<file path="src/hdl/pss_pkg.sv">
// pixel scan sequencer package: beat types, function codes, phase encoding
// used by every module of the sequencer; no dependencies
`default_nettype none

package pss_pkg;

    // widths fixed by the beat formats
    localparam int CFG_DATA_W  = 16;
    localparam int CFG_INDEX_W = 8;
    localparam int PIX_W       = 16;
    localparam int FIF_W       = 16;

    // function codes of an input beat
    localparam logic [1:0] FUNC_TICK    = 2'd0;
    localparam logic [1:0] FUNC_START   = 2'd1;
    localparam logic [1:0] FUNC_TRIGGER = 2'd2;

    // configuration register indexes
    localparam logic [CFG_INDEX_W-1:0] CFG_PIXEL_COUNT     = 8'd0;
    localparam logic [CFG_INDEX_W-1:0] CFG_FRAMES_PER_FILE = 8'd1;

    // configuration reset values
    localparam logic [CFG_DATA_W-1:0] PIXEL_COUNT_RST     = 16'd100;
    localparam logic [CFG_DATA_W-1:0] FRAMES_PER_FILE_RST = 16'd128;

    // external phase codes
    localparam logic [3:0] CODE_IDLE       = 4'd0;
    localparam logic [3:0] CODE_START      = 4'd1;
    localparam logic [3:0] CODE_WAIT_TRG   = 4'd2;
    localparam logic [3:0] CODE_WAIT_CAP   = 4'd3;
    localparam logic [3:0] CODE_CAP_START  = 4'd4;
    localparam logic [3:0] CODE_PROV_START = 4'd5;
    localparam logic [3:0] CODE_WAIT_HI    = 4'd6;
    localparam logic [3:0] CODE_WAIT_LO    = 4'd7;
    localparam logic [3:0] CODE_DECIDE     = 4'd8;
    localparam logic [3:0] CODE_END        = 4'd9;

    // one-hot phase machine
    typedef enum logic [9:0] {
        PH_IDLE       = 10'b00_0000_0001,
        PH_START      = 10'b00_0000_0010,
        PH_WAIT_TRG   = 10'b00_0000_0100,
        PH_WAIT_CAP   = 10'b00_0000_1000,
        PH_CAP_START  = 10'b00_0001_0000,
        PH_PROV_START = 10'b00_0010_0000,
        PH_WAIT_HI    = 10'b00_0100_0000,
        PH_WAIT_LO    = 10'b00_1000_0000,
        PH_DECIDE     = 10'b01_0000_0000,
        PH_END        = 10'b10_0000_0000
    } phase_t;

    // input beat
    typedef struct packed {
        logic [1:0] func;
        logic       capture_received;
        logic       provider_pass;
    } pss_in_t;

    // result beat
    typedef struct packed {
        logic             start_accepted;
        logic             capture_start;
        logic             provider_start;
        logic             scan_done;
        logic             busy_res;
        logic [PIX_W-1:0] pixel_index;
        logic [3:0]       phase_code;
    } pss_out_t;

    // staged beat handed from the input register to the core
    typedef struct packed {
        logic    valid;
        pss_in_t data;
    } pss_stage_t;

    // map the one-hot phase to its external code
    function automatic logic [3:0] phase_code_f(input phase_t ph);
        logic [3:0] code;
        code = CODE_IDLE;
        unique case (ph)
            PH_IDLE:       code = CODE_IDLE;
            PH_START:      code = CODE_START;
            PH_WAIT_TRG:   code = CODE_WAIT_TRG;
            PH_WAIT_CAP:   code = CODE_WAIT_CAP;
            PH_CAP_START:  code = CODE_CAP_START;
            PH_PROV_START: code = CODE_PROV_START;
            PH_WAIT_HI:    code = CODE_WAIT_HI;
            PH_WAIT_LO:    code = CODE_WAIT_LO;
            PH_DECIDE:     code = CODE_DECIDE;
            PH_END:        code = CODE_END;
            default:       code = CODE_IDLE;
        endcase
        return code;
    endfunction

endpackage

`default_nettype wire

</file>
<file path="src/hdl/pss_in_stage.sv">
// pixel scan sequencer input register: holds one accepted beat until the core takes it
// depends on pss_pkg
`default_nettype none

module pss_in_stage (
    input  wire logic                clk,
    input  wire logic                rst_n,
    input  wire logic                in_valid,
    output logic                     in_stall,
    input  wire pss_pkg::pss_in_t    in_data,
    input  wire logic                advance,
    output pss_pkg::pss_stage_t      stage
);
    import pss_pkg::*;

    logic    valid_reg;
    pss_in_t data_reg;

    // hold while a staged beat cannot move on
    assign in_stall = valid_reg && !advance;

    // valid flag
    always_ff @(posedge clk or negedge rst_n)
    begin
        if (!rst_n)
        begin
            valid_reg <= 1'b0;
        end
        else if (!in_stall)
        begin
            valid_reg <= in_valid;
        end
    end

    // payload
    always_ff @(posedge clk)
    begin
        if (!in_stall && in_valid)
        begin
            data_reg <= in_data;
        end
    end

    assign stage.valid = valid_reg;
    assign stage.data  = data_reg;

endmodule

`default_nettype wire

</file>
<file path="src/hdl/pss_core.sv">
// pixel scan sequencer core: config registers, phase machine, counters, result logic
// depends on pss_pkg
`default_nettype none

module pss_core #(
    parameter int COUNTER_WIDTH = 16
) (
    input  wire logic                                clk,
    input  wire logic                                rst_n,
    input  wire logic                                cfg_write,
    input  wire logic [pss_pkg::CFG_INDEX_W-1:0]     cfg_index,
    input  wire logic [pss_pkg::CFG_DATA_W-1:0]      cfg_data,
    input  wire pss_pkg::pss_stage_t                 stage,
    input  wire logic                                advance,
    output pss_pkg::pss_out_t                        result
);
    import pss_pkg::*;

    localparam int EXT_W = (COUNTER_WIDTH > CFG_DATA_W) ? COUNTER_WIDTH : CFG_DATA_W;

    logic [CFG_DATA_W-1:0]    pixel_count_reg;
    logic [CFG_DATA_W-1:0]    frames_per_file_reg;
    phase_t                   phase_reg, phase_next;
    logic [COUNTER_WIDTH-1:0] cnt_reg, cnt_next;
    logic [FIF_W-1:0]         fif_reg, fif_next;
    logic                     trig_reg, trig_next;

    logic [EXT_W-1:0]         last_ext;
    logic [COUNTER_WIDTH-1:0] last_pixel;
    logic [FIF_W:0]           fif_inc;
    logic                     acc, cap_start, prov_start, done;

    // last pixel index wrapped to the counter width
    assign last_ext   = EXT_W'(pixel_count_reg) - EXT_W'(1);
    assign last_pixel = last_ext[COUNTER_WIDTH-1:0];
    assign fif_inc    = {1'b0, fif_reg} + {{FIF_W{1'b0}}, 1'b1};

    // configuration registers
    always_ff @(posedge clk or negedge rst_n)
    begin
        if (!rst_n)
        begin
            pixel_count_reg     <= PIXEL_COUNT_RST;
            frames_per_file_reg <= FRAMES_PER_FILE_RST;
        end
        else if (cfg_write)
        begin
            if (cfg_index == CFG_PIXEL_COUNT)
            begin
                pixel_count_reg <= cfg_data;
            end
            else if (cfg_index == CFG_FRAMES_PER_FILE)
            begin
                frames_per_file_reg <= cfg_data;
            end
        end
    end

    // next state and pulses for the staged beat
    always_comb
    begin
        phase_next = phase_reg;
        cnt_next   = cnt_reg;
        fif_next   = fif_reg;
        trig_next  = trig_reg;
        acc        = 1'b0;
        cap_start  = 1'b0;
        prov_start = 1'b0;
        done       = 1'b0;
        unique case (stage.data.func)
            FUNC_START:
            begin
                if (phase_reg == PH_IDLE)
                begin
                    phase_next = PH_START;
                    acc        = 1'b1;
                end
            end
            FUNC_TRIGGER:
            begin
                trig_next = 1'b1;
            end
            FUNC_TICK:
            begin
                unique case (phase_reg)
                    PH_START:
                    begin
                        cnt_next   = '0;
                        fif_next   = '0;
                        phase_next = PH_WAIT_TRG;
                    end
                    PH_WAIT_TRG:
                    begin
                        if (trig_reg)
                        begin
                            trig_next  = 1'b0;
                            phase_next = (fif_reg == '0) ? PH_WAIT_CAP : PH_PROV_START;
                        end
                    end
                    PH_WAIT_CAP:
                    begin
                        if ((cnt_reg == '0) || stage.data.capture_received)
                        begin
                            phase_next = PH_CAP_START;
                        end
                    end
                    PH_CAP_START:
                    begin
                        cap_start  = (fif_reg == '0);
                        phase_next = PH_PROV_START;
                    end
                    PH_PROV_START:
                    begin
                        prov_start = 1'b1;
                        phase_next = PH_WAIT_HI;
                    end
                    PH_WAIT_HI:
                    begin
                        if (stage.data.provider_pass)
                        begin
                            phase_next = PH_WAIT_LO;
                        end
                    end
                    PH_WAIT_LO:
                    begin
                        if (!stage.data.provider_pass)
                        begin
                            phase_next = PH_DECIDE;
                        end
                    end
                    PH_DECIDE:
                    begin
                        if (cnt_reg == last_pixel)
                        begin
                            phase_next = PH_END;
                            done       = 1'b1;
                        end
                        else
                        begin
                            phase_next = PH_WAIT_TRG;
                            cnt_next   = cnt_reg + COUNTER_WIDTH'(1);
                            // wrap the group position at the file boundary
                            if (fif_inc >= {1'b0, frames_per_file_reg})
                            begin
                                fif_next = '0;
                            end
                            else
                            begin
                                fif_next = fif_inc[FIF_W-1:0];
                            end
                        end
                    end
                    PH_END:
                    begin
                        phase_next = PH_IDLE;
                    end
                    default:
                    begin
                        phase_next = phase_reg;
                    end
                endcase
            end
            default:
            begin
                phase_next = phase_reg;
            end
        endcase
    end

    // state registers advance with each processed beat
    always_ff @(posedge clk or negedge rst_n)
    begin
        if (!rst_n)
        begin
            phase_reg <= PH_IDLE;
            cnt_reg   <= '0;
            fif_reg   <= '0;
            trig_reg  <= 1'b0;
        end
        else if (advance)
        begin
            phase_reg <= phase_next;
            cnt_reg   <= cnt_next;
            fif_reg   <= fif_next;
            trig_reg  <= trig_next;
        end
    end

    // result beat
    assign result.start_accepted = acc;
    assign result.capture_start  = cap_start;
    assign result.provider_start = prov_start;
    assign result.scan_done      = done;
    assign result.busy_res       = (phase_next != PH_IDLE);
    assign result.pixel_index    = PIX_W'(cnt_next);
    assign result.phase_code     = phase_code_f(phase_next);

    // a beat is only processed when one is staged
    a_staged: assert property (@(posedge clk) disable iff (!rst_n)
        advance |-> stage.valid)
        else $error("processed a beat with nothing staged");

    // at most one command pulse per beat
    a_one_pulse: assert property (@(posedge clk) disable iff (!rst_n)
        advance |-> ($countones({acc, cap_start, prov_start, done}) <= 1))
        else $error("more than one pulse in one beat");

    // a finished scan lands in the end phase
    a_done_end: assert property (@(posedge clk) disable iff (!rst_n)
        (advance && done) |=> (phase_reg == PH_END))
        else $error("scan_done without end phase");

    // provider start is followed by the wait for pass high
    a_prov_hi: assert property (@(posedge clk) disable iff (!rst_n)
        (advance && prov_start) |=> (phase_reg == PH_WAIT_HI))
        else $error("provider_start without wait for pass");

    // state does not move without a processed beat
    a_hold: assert property (@(posedge clk) disable iff (!rst_n)
        !advance |=> ($stable(phase_reg) && $stable(cnt_reg) && $stable(trig_reg)))
        else $error("state changed without a beat");

endmodule

`default_nettype wire

</file>
<file path="src/hdl/pss_out_stage.sv">
// pixel scan sequencer result register: holds one result beat for the receiver
// depends on pss_pkg
`default_nettype none

module pss_out_stage (
    input  wire logic                 clk,
    input  wire logic                 rst_n,
    input  wire logic                 stage_valid,
    input  wire pss_pkg::pss_out_t    result,
    output logic                      advance,
    output logic                      out_valid,
    input  wire logic                 out_stall,
    output pss_pkg::pss_out_t         out_data
);
    import pss_pkg::*;

    logic     valid_reg;
    pss_out_t data_reg;
    logic     room;

    // register is free when empty or when its beat leaves now
    assign room    = !valid_reg || !out_stall;
    assign advance = stage_valid && room;

    // valid flag
    always_ff @(posedge clk or negedge rst_n)
    begin
        if (!rst_n)
        begin
            valid_reg <= 1'b0;
        end
        else if (room)
        begin
            valid_reg <= stage_valid;
        end
    end

    // payload
    always_ff @(posedge clk)
    begin
        if (advance)
        begin
            data_reg <= result;
        end
    end

    assign out_valid = valid_reg;
    assign out_data  = data_reg;

endmodule

`default_nettype wire

</file>
<file path="src/hdl/pixel_scan_sequencer.sv">
// pixel scan sequencer top level: input register, core, result register
// depends on pss_pkg, pss_in_stage, pss_core, pss_out_stage
//
// Usage:
//   Input beats carry func (tick, start request, trigger) plus the capture
//   complete and provider pass flags. Every input beat yields exactly one
//   result beat with the command pulses, busy flag, pixel index and phase.
//   Configuration writes (pixel_count at index 0, frames_per_file at index 1)
//   go over the cfg channel, always ready, and should only be made while idle.
//   Path: a beat accepted into the input register passes the combinational
//   core and is captured in the result register. Throughput: one beat per
//   cycle while the receiver does not stall; each beat is a single phase
//   step with a counter increment and compare. Reset: phase idle, counters
//   and latched trigger cleared, pixel_count 100, frames_per_file 128, both channels empty.
//   When the receiver stalls, the result register holds its beat, the staged
//   beat waits behind it, and in_stall rises once the input register is full.
`default_nettype none

module pixel_scan_sequencer #(
    parameter int COUNTER_WIDTH = 16
) (
    input  wire logic                             clk,
    input  wire logic                             rst_n,
    input  wire logic                             in_valid,
    output logic                                  in_stall,
    input  wire pss_pkg::pss_in_t                 in_data,
    output logic                                  out_valid,
    input  wire logic                             out_stall,
    output pss_pkg::pss_out_t                     out_data,
    input  wire logic                             cfg_valid,
    output logic                                  cfg_ready,
    input  wire logic [pss_pkg::CFG_INDEX_W-1:0]  cfg_index,
    input  wire logic [pss_pkg::CFG_DATA_W-1:0]   cfg_data
);
    import pss_pkg::*;

    pss_stage_t stage;
    pss_out_t   result;
    logic       advance;

    assign cfg_ready = 1'b1;

    // input register
    pss_in_stage u_in (
        .clk      (clk),
        .rst_n    (rst_n),
        .in_valid (in_valid),
        .in_stall (in_stall),
        .in_data  (in_data),
        .advance  (advance),
        .stage    (stage)
    );

    // phase machine and counters
    pss_core #(
        .COUNTER_WIDTH (COUNTER_WIDTH)
    ) u_core (
        .clk       (clk),
        .rst_n     (rst_n),
        .cfg_write (cfg_valid && cfg_ready),
        .cfg_index (cfg_index),
        .cfg_data  (cfg_data),
        .stage     (stage),
        .advance   (advance),
        .result    (result)
    );

    // result register
    pss_out_stage u_out (
        .clk         (clk),
        .rst_n       (rst_n),
        .stage_valid (stage.valid),
        .result      (result),
        .advance     (advance),
        .out_valid   (out_valid),
        .out_stall   (out_stall),
        .out_data    (out_data)
    );

endmodule

`default_nettype wire
</file>
<file path="config.mk">
export PLATFORM = sky130hd
export DESIGN_NAME = pixel_scan_sequencer
export DESIGN_NICKNAME = d
export VERILOG_FILES = /design/src/hdl/pss_pkg.sv /design/src/hdl/pss_in_stage.sv /design/src/hdl/pss_core.sv /design/src/hdl/pss_out_stage.sv /design/src/hdl/pixel_scan_sequencer.sv
export SDC_FILE = /design/constraint.sdc
export NUM_CORES = 1
export LEC_CHECK = 0
export ABC_CLOCK_PERIOD_IN_PS = 9400
export BUFFER_PORTS_ARGS = -buffer_cell sky130_fd_sc_hd__buf_2
export CORE_ASPECT_RATIO = 0.75
export CORE_MARGIN = 5
export CORE_UTILIZATION = 49
export CTS_CLUSTER_SIZE = 24
export DETAILED_ROUTE_END_ITERATION = 6
export GPL_ROUTABILITY_DRIVEN = 0
export GPL_TIMING_DRIVEN = 1
export PLACE_DENSITY_LB_ADDON = 0.3
export SYNTH_ARGS = -nofsm -noshare
export SYNTH_HDL_FRONTEND = slang
export SYNTH_SLANG_ARGS = --single-unit
</file>
<file path="constraint.sdc">
create_clock -name clk -period 9.4 [get_ports clk]
set_input_delay 0.47 -clock clk [delete_from_list [all_inputs] [get_ports clk]]
set_output_delay 0.47 -clock clk [all_outputs]
set_load 0.05 [all_outputs]
</file>
## After elaboration in Yosys (flattened, before gate mapping)

Index checks and enable logic that the tools add are counted.

| operators by class | value |
|---|---|
| $lt $le $gt $ge | 1 |
| mux-type cells | 21 |
| $add $sub $neg | 3 |
| reduce and logical (&&, ||, !) cells | 21 |
| equal/unequal tests | 26 |
| bitwise logic cells | 1 |

Operator list:

| kind | number |
|---|---|
| $pmux W10 S9 | 1 |
| $mux W16 | 4 |
| $pmux W16 S2 | 2 |
| $mux W10 | 6 |
| $pmux W4 S9 | 1 |
| $logic_not A16 Y1 | 2 |
| $eq A10 B10 Y1 const B | 2 |
| $eq A10 B2 Y1 const B | 2 |
| $eq A10 B3 Y1 const B | 2 |
| $eq A10 B4 Y1 const B | 2 |
| $eq A10 B5 Y1 const B | 2 |
| $eq A10 B6 Y1 const B | 2 |
| $eq A10 B7 Y1 const B | 2 |
| $eq A10 B8 Y1 const B | 2 |
| $eq A10 B9 Y1 const B | 2 |
| $pmux W10 S2 | 1 |
| $add A16 B1 Y17 const B | 1 |
| $ge A17 B16 Y1 | 1 |
| $add A16 B1 Y16 const B | 1 |
| $eq A16 B16 Y1 | 1 |
| $sub A16 B1 Y16 const B | 1 |
| $eq A10 B1 Y1 const B | 1 |
| $ne A10 B1 Y1 const B | 1 |
| $eq A8 B1 Y1 const B | 1 |
| 16 further kinds | 30 |

| word-level totals | value |
|---|---|
| register bits | 106 |
| output and inout port bits | 28 |
| word-level logic and storage cells | 91 |

## Depth between registers and ports, before layout

Gate-level depths: netlist (run 1).

| depth | value |
|---|---|
| depth after elaboration | 7 |
| depth in mapped cells | 18 |
| depth with buffers taken out | 16 |

## Modules after synthesis

A second synthesis (run 1) with hierarchy kept.

| unflattened totals | value |
|---|---|
| cell total of the unflattened synthesis | 710 |
| area total of the unflattened synthesis | 6696.4 sq um |

Modules (own cells, without submodules):

| module | times used | cells each | sequential area each (sq um) | area each (sq um) |
|---|---|---|---|---|
| pss_core | 1 | 670 | 1883.1 | 5705.5 |
| pss_out_stage | 1 | 28 | 775.7 | 794.5 |
| pss_in_stage | 1 | 10 | 145.1 | 185.2 |
| pixel_scan_sequencer | 1 | 2 | 0.0 | 11.3 |

## Worst setup path before layout (run 1)

No wires, ideal clock.

| path | value |
|---|---|
| kind | register to register |
| start | register u_core.fif_reg[0] |
| end | register u_core.fif_reg[14] |
| setup slack | 6137 ps |
| library setup time | 87 ps |
| arrival time | 3176 ps |
| buffers on the path | 1 |
| cell stages (with the launch flop) | 18 |
| path through | dfrtp_1 -> ha_1 -> nand2_1 -> nor2_1 -> and3_1 -> and3_1 -> buf_2 -> xor2_1 -> ha_1 -> a21o_1 -> a21o_1 -> a21oi_1 -> nor2b_1 -> o211ai_1 -> o2111ai_1 -> o21bai_1 -> or4_1 -> o211ai_1 |

| on the way | value |
|---|---|
| longest elaborated chain between the ends | 5 |

RTL lines:

| item | line | RTL |
|---|---|---|
| from (decl) | pss_core.sv:25 | `logic [FIF_W-1:0] fif_reg, fif_next;` |
| from (signal assigned) | pss_core.sv:184 | `fif_reg <= fif_next;` |
| $add A16 B1 Y17 (*) | pss_core.sv:36 | `assign fif_inc = {1'b0, fif_reg} + {{FIF_W{1'b0}}, 1'b1};` |
| $ge A17 B16 Y1 | pss_core.sv:143 | `if (fif_inc >= {1'b0, frames_per_file_reg})` |
| $mux W16 (*) | pss_core.sv:143 |  |
| $mux W16 (*) | pss_core.sv:133 | `if (cnt_reg == last_pixel)` |
| $pmux W16 S2 (*) | pss_core.sv:85 | `unique case (phase_reg)` |

Mark *: on every way between the ends. The rest lies on a longest branch, timed or not. The select of a mux whose other input is x is not followed.
A chain may end at the register's enable or synchronous reset.

## Worst setup path in the final report (run 1)

| path | value |
|---|---|
| start | register u_core.fif_reg[0] |
| end | register u_core.fif_reg[2] |

The elaborated chain is that of the path after synthesis.

==> results.json, run 1 <==
{
  "synth_area_um2": 6650,
  "min_path_type": "in2async",
  "netlist-cell-type-count": 80,
  "min_period_ps": 4170,
  "areaGrowthSynthToFinish_pct": 9.86,
  "arrival_ps": 4370,
  "design.core.area_um2": 13200,
  "postSynthAreaPerCell_um2": 9.66,
  "synth_edf_count": 29,
  "yosys_warnings": 0,
  "num_antenna_cells": 0,
  "netlist_instances": 688,
  "fmax_ghz": 0.240,
  "numCtsBuffers": 9,
  "whs_ps": 301,
  "yosysMostFrequentCell": "dfrtp_1",
  "ys_seq_elements": 106,
  "synthAdderAreaFrac_pct": 3.95,
  "die_area_um2": 16000,
  "clk_pin_slew_ps": 70,
  "setup_slack_ps": 5230,
  "start_kind": "flip-flop",
  "wirelength_mm": 16.0,
  "r2r_start": "u_core.fif_reg[0]",
  "ys_seq_area_share_pct": 42.2,
  "grt_overflow": 0,
  "grt_setup_unrepaired": "no",
  "slew_viol_final": 0,
  "synthMuxAreaShare_pct": 5.55,
  "nFillCells": 1152,
  "end_kind": "flip-flop",
  "cts_sinks": 106,
  "drt_iter0_drc": 451,
  "synth.top_cell.area_share_pct": 27.1,
  "drt-vias-per-instance": 6.12,
  "dieWidth_um": 144,
  "post_cts_buffers": 0,
  "yosys.area.top_type": "dfrtp_1",
  "dieHeight_um": 111,
  "port_buffers": 59,
  "slew_headroom_pct": 25.4,
  "min_period_over_period_pct": 44.3,
  "largest_reg_flops": 25,
  "worstMarginPinSlew_ps": 1120,
  "cts_resized": 0,
  "status": "complete, no violations",
  "cts_tree": "built",
  "setup_viol_count_final": 0,
  "synthArstFlopShare_pct": 72.6,
  "synth-compound-area-share_pct": 16.9,
  "start_util_pct": 50.5,
  "yosys-top-cells-area": "dfrtp_1, edfxtp_1, mux2_2",
  "grt_pass1_wl_mm": 26.9,
  "powerDensity_nw_per_um2": 141,
  "place.detailed.hpwl_mm": 11.8,
  "peakVddDrop_mv": 0.0917,
  "globalRouteTotalUtil_pct": 20.7,
  "grt_pass1_vias": 5332,
  "clock-skew-final_ps": 4.72,
  "critPathMaxStageDelay_ps": 880,
  "final_nets": 772,
  "crit_type": "reg2reg",
  "ys.flop_type": "dfrtp_1",
  "pre_cts_ws_ps": 5250,
  "wl_per_cell_um": 17.9,
  "io_pins": 61,
  "path_max_fanout": 18,
  "yosys.area_share.simple_pct": 21.3,
  "detail-route-antenna-nets": 0,
  "drive_above_1_share_pct": 18.9,
  "htree_num_levels": 3,
  "final_util_pct": 55.5,
  "cts-root-buf": "clkbuf_16",
  "synthXorXnorAreaFrac_pct": 5.27,
  "timing.critical_path.required_ps": 9610,
  "drc": 0,
  "hold_viol": 0,
  "syn_nets": 742,
  "clk_latency_ps": 340,
  "crit_path_cell_trace": "ha_1 > nand2_1 > nor2_1 > and3_1 > and3_1 > nand3_1 > xnor2_1 > ha_1 > nand3_1 > nor2_1 > o221ai_1 > o21bai_1 > or2_0 > o2bb2ai_1",
  "num_vias": 5474,
  "cap_violations": 0,
  "power_leakage_nw": 3.17,
  "synth_top_family_by_area": "simple AND/OR/NAND/NOR gates",
  "num_rows": 36,
  "place_inst": 878,
  "antenna_found_initial": 0,
  "fin_cells": 894,
  "critPathSlowestCell": "o21bai_1",
  "grt_max_degree": 78,
  "ctsHoldBuffers": 0,
  "tns_ps": 0,
  "synthTopCellsByCount": "dfrtp_1, nand2_1, o21ai_0",
  "cp-startpoint": "u_core.fif_reg[0]",
  "clk_path_buf_depth": 2,
  "first_pass_iters": 5
}
power by group:
group / total [W] / switching [W] / internal, W
Sequential: 0.000501 / 0.0000116 / 0.000489
Combinational: 0.000102 / 0.0000695 / 0.0000325
Clock: 0.000424 / 0.000163 / 0.000260
worst max-delay path: cells and delay by family, from the launching register on:
kind,cells,cell delay [ps]
XOR/XNOR,1,190
AO/OA/AOI/OAI,3,1150
adder cells (fa/ha/maj),2,640
flip-flops,1,460
AND/OR/NAND/NOR,8,1570
cells in the final DEF, fill, tap and decap left out, types with 7 or more instances in the layout:
cell type / count
ha_1: 21
edfxtp_1: 29
nor3_1: 12
clkbuf_16: 9
o31ai_1: 9
and3_1: 18
nor4_1: 16
mux2_2: 31
nand3_1: 22
a31oi_1: 16
o21ai_0: 53
nand4_1: 14
dfrtp_1: 72
xnor2_1: 23
o21bai_1: 7
o211ai_1: 7
inv_1: 30
nand2b_1: 22
a21oi_1: 9
xor2_1: 17
nand2_1: 70
nor2_1: 28
buf_2: 58
o41ai_1: 9
worst paths after layout:
| kind | end | slack [ps] | cells past startpoint |
|---|---|---|---|
| setup / recovery | u_core.fif_reg[2] | 5230 | 14 |
| setup reg to reg | u_core.fif_reg[2] | 5230 | 14 |
| max in group asynchronous | u_core.pixel_count_reg[1] | 8450 | 1 |
| hold / removal | u_core.fif_reg[3] | 300 | 1 |
| min in group clk | u_in.stage[0] | 300 | 1 |
| hold reg to reg | u_out.out_valid | 510 | 1 |
cell families (layout without fill, tap and decap cells):
| logic type | Yosys count | in the layout |
|---|---|---|
| other | 1 | 1 |
| AO/OA/AOI/OAI | 161 | 161 |
| adder cells (fa/ha/maj) | 21 | 21 |
| flip-flops | 106 | 106 |
| buffers and inverters | 72 | 107 |
| AND/OR/NAND/NOR | 254 | 254 |
| multiplexers | 33 | 33 |
| XOR/XNOR | 40 | 40 |
cell type report:
type	instances	area, µm²	share of cell area (%)
clock buffer	11	233	3.19
clock inverter	5	103	1.40
inverter	30	113	1.54
multi-input combinational	510	3520	48.3
sequential	106	2800	38.4
tap	171	214	2.93
timing repair buffer	61	313	4.28
metal layers:
layer | up-vias | GRT usage (%) | share of wire (%)
met4 | 0 | 4.91 | 1.5
met1 | 2657 | 29.0 | 45
met2 | 203 | 32.7 | 47
li1 | 2594 | - | -
met3 | 20 | 4.40 | 6.3
met5 | - | 0 | 0
per-stage QoR:
step / power [W] / cell area (µm²)
2_1_floorplan: 0.000578 / 6650
3_3_place_gp: 0.000609 / 6970
3_5_place_dp: 0.000613 / 6970
4_1_cts: 0.00104 / 7300
5_1_grt: 0.00106 / 7300
6_report: 0.00103 / 7300
Note: power is estimated with default switching activity, not from simulation.
==> run 2: changes to the inputs <==
- ABC_CLOCK_PERIOD_IN_PS: 9400 -> 3700
- clock period: 9.4 -> 3.7 ns (I/O delays scaled with it)
==> results.json, run 2 (synthesis gave the netlist of run 1 again) <==
{
  "arrival_ps": 3780,
  "min_period_over_period_pct": 94.9,
  "drt-vias-per-instance": 6.01,
  "min_period_ps": 3510,
  "min_to": "u_in.stage[0]",
  "dieHeight_um": 111,
  "fmax_ghz": 0.285,
  "wl_per_cell_um": 17.7,
  "drt_iter0_drc": 606,
  "io_pins": 61,
  "cts_sinks": 106,
  "powerDensity_nw_per_um2": 331,
  "slew_viol_final": 0,
  "grt_max_degree": 78,
  "setup_viol_count_final": 0,
  "first_pass_iters": 5,
  "final_cell_mix": "nand2_1, dfrtp_1, buf_2, o21ai_0, mux2_2",
  "power_leakage_nw": 3.17,
  "clock-skew-final_ps": 10.7,
  "wirelength_mm": 15.9,
  "fin_area_um2": 7330,
  "cap_violations": 0,
  "globalRouteTotalUtil_pct": 20.3,
  "r2r-end": "u_core.fif_reg[14]",
  "min_path_type": "in2reg",
  "cts-root-buf": "clkbuf_16",
  "port_buffers": 59,
  "peakVddDrop_mv": 0.232,
  "start_kind": "flip-flop",
  "final_nets": 779,
  "pre_cts_ws_ps": -155,
  "drc": 0,
  "die_area_um2": 16000,
  "antenna_found_initial": 0,
  "clk_path_buf_depth": 2,
  "cts_tree": "built",
  "num_antenna_cells": 0,
  "grt_pass1_vias": 5325,
  "holdPathStages": 1,
  "design.core.area_um2": 13200,
  "grt_pass1_wl_mm": 26.6,
  "hold_viol": 0,
  "num_rows": 36,
  "htree_num_levels": 3,
  "place.detailed.hpwl_mm": 11.6,
  "r2r_start": "u_core.fif_reg[0]",
  "end_kind": "flip-flop",
  "timing.critical_path.required_ps": 3970,
  "rrSetupSlack_ps": 190,
  "status": "complete, no violations",
  "worst_hold_startpoint": "in_data[0]",
  "clk_pin_slew_ps": 70,
  "layout_commonest_cell": "nand2_1",
  "worstMarginPinSlew_ps": 1010,
  "clk_latency_ps": 350,
  "rr_worst_depth": 16,
  "drive_above_1_share_pct": 21.1,
  "tns_ps": 0,
  "largest_reg_flops": 25,
  "crit_type": "reg2reg",
  "start_util_pct": 50.5,
  "dpl_cell_area_um2": 7010,
  "detail-route-antenna-nets": 0,
  "num_vias": 5418,
  "path_max_fanout": 10,
  "whs_ps": 14.1,
  "grt_overflow": 0,
  "dieWidth_um": 144,
  "areaGrowthSynthToFinish_pct": 10.2,
  "slew_headroom_pct": 32.6,
  "numCtsBuffers": 9,
  "setup_slack_ps": 188
}
run 2: changes by cell type in the layout (fill, tap and decap cells not counted), sizes merged:
cell         before  now
inv              30   32
clkbuf           11   10
clkinv            1    3
bufinv            3    0
buf              61   67
dlygate4sd3       0    1
run 2: cell type report:
class	instances	area, µm²
fill	1179	5830
multi-input combinational	510	3550
sequential	106	2810
timing repair buffer	68	368
clock buffer	10	229
tap	171	214
inverter	30	113
clock inverter	6	40.0
run 2: worst max path at each step:
stage / from / to / slack, ps / cells after the start
after floorplan: u_core.fif_reg[0] / u_core.fif_reg[14] / 440 / 17
after global placement: u_core.fif_reg[0] / u_core.fif_reg[5] / 180 / 16
after detailed placement: u_core.fif_reg[0] / u_core.fif_reg[6] / -160 / 16
after CTS: u_core.fif_reg[0] / u_core.fif_reg[14] / 30 / 16
after global routing: u_core.fif_reg[0] / u_core.fif_reg[8] / -10 / 17
final: u_core.fif_reg[0] / u_core.fif_reg[14] / 190 / 16
run 2: timing repair:
item / in CTS / in global routing
endpoints found under the hold margin: 1 / 0
resized for setup: 4 / 9
hold buffers: 1 / 0
setup buffers: 0 / 0
setup endpoints to repair: 11 / 16
run 2: critical path, cell delays in order, from the launching register on:
cell	delay, ps
dfrtp_2	420
ha_2	250
nand2_1	110
nor2_2	130
and3_1	200
and3_2	260
xor2_1	160
ha_1	270
a21o_1	170
a21o_1	170
a21oi_1	160
nor2b_1	70
o211ai_1	190
o2111ai_1	130
o21bai_4	240
or4_1	420
o211ai_1	90
run 2: per-stage QoR:
| step | util [%] | instances | total power [W] |
|---|---|---|---|
| 2_1_floorplan | - | 688 | 0.00147 |
| 3_3_place_gp | 53.3 | 884 | 0.00155 |
| 3_5_place_dp | 53.3 | 884 | 0.00156 |
| 4_1_cts | 55.5 | 901 | 0.00245 |
| 5_1_grt | 55.7 | 901 | 0.00252 |
| 6_report | 55.7 | 901 | 0.00243 |
run 2: metal layers:
metal  track usage (%)  vias to the layer above  part of all wire [%]
li1                  -                     2607                     -
met1              28.8                     2631                    47
met2              31.8                      157                    46
met3              3.71                       23                   5.3
met4              5.41                        0                   1.6
met5                 0                        -                     0
run 2: power breakdown:
| part | internal [W] | switching, W |
|---|---|---|
| logic | 0.0000852 | 0.000177 |
| registers | 0.00124 | 0.0000289 |
| clock network | 0.000458 | 0.000433 |
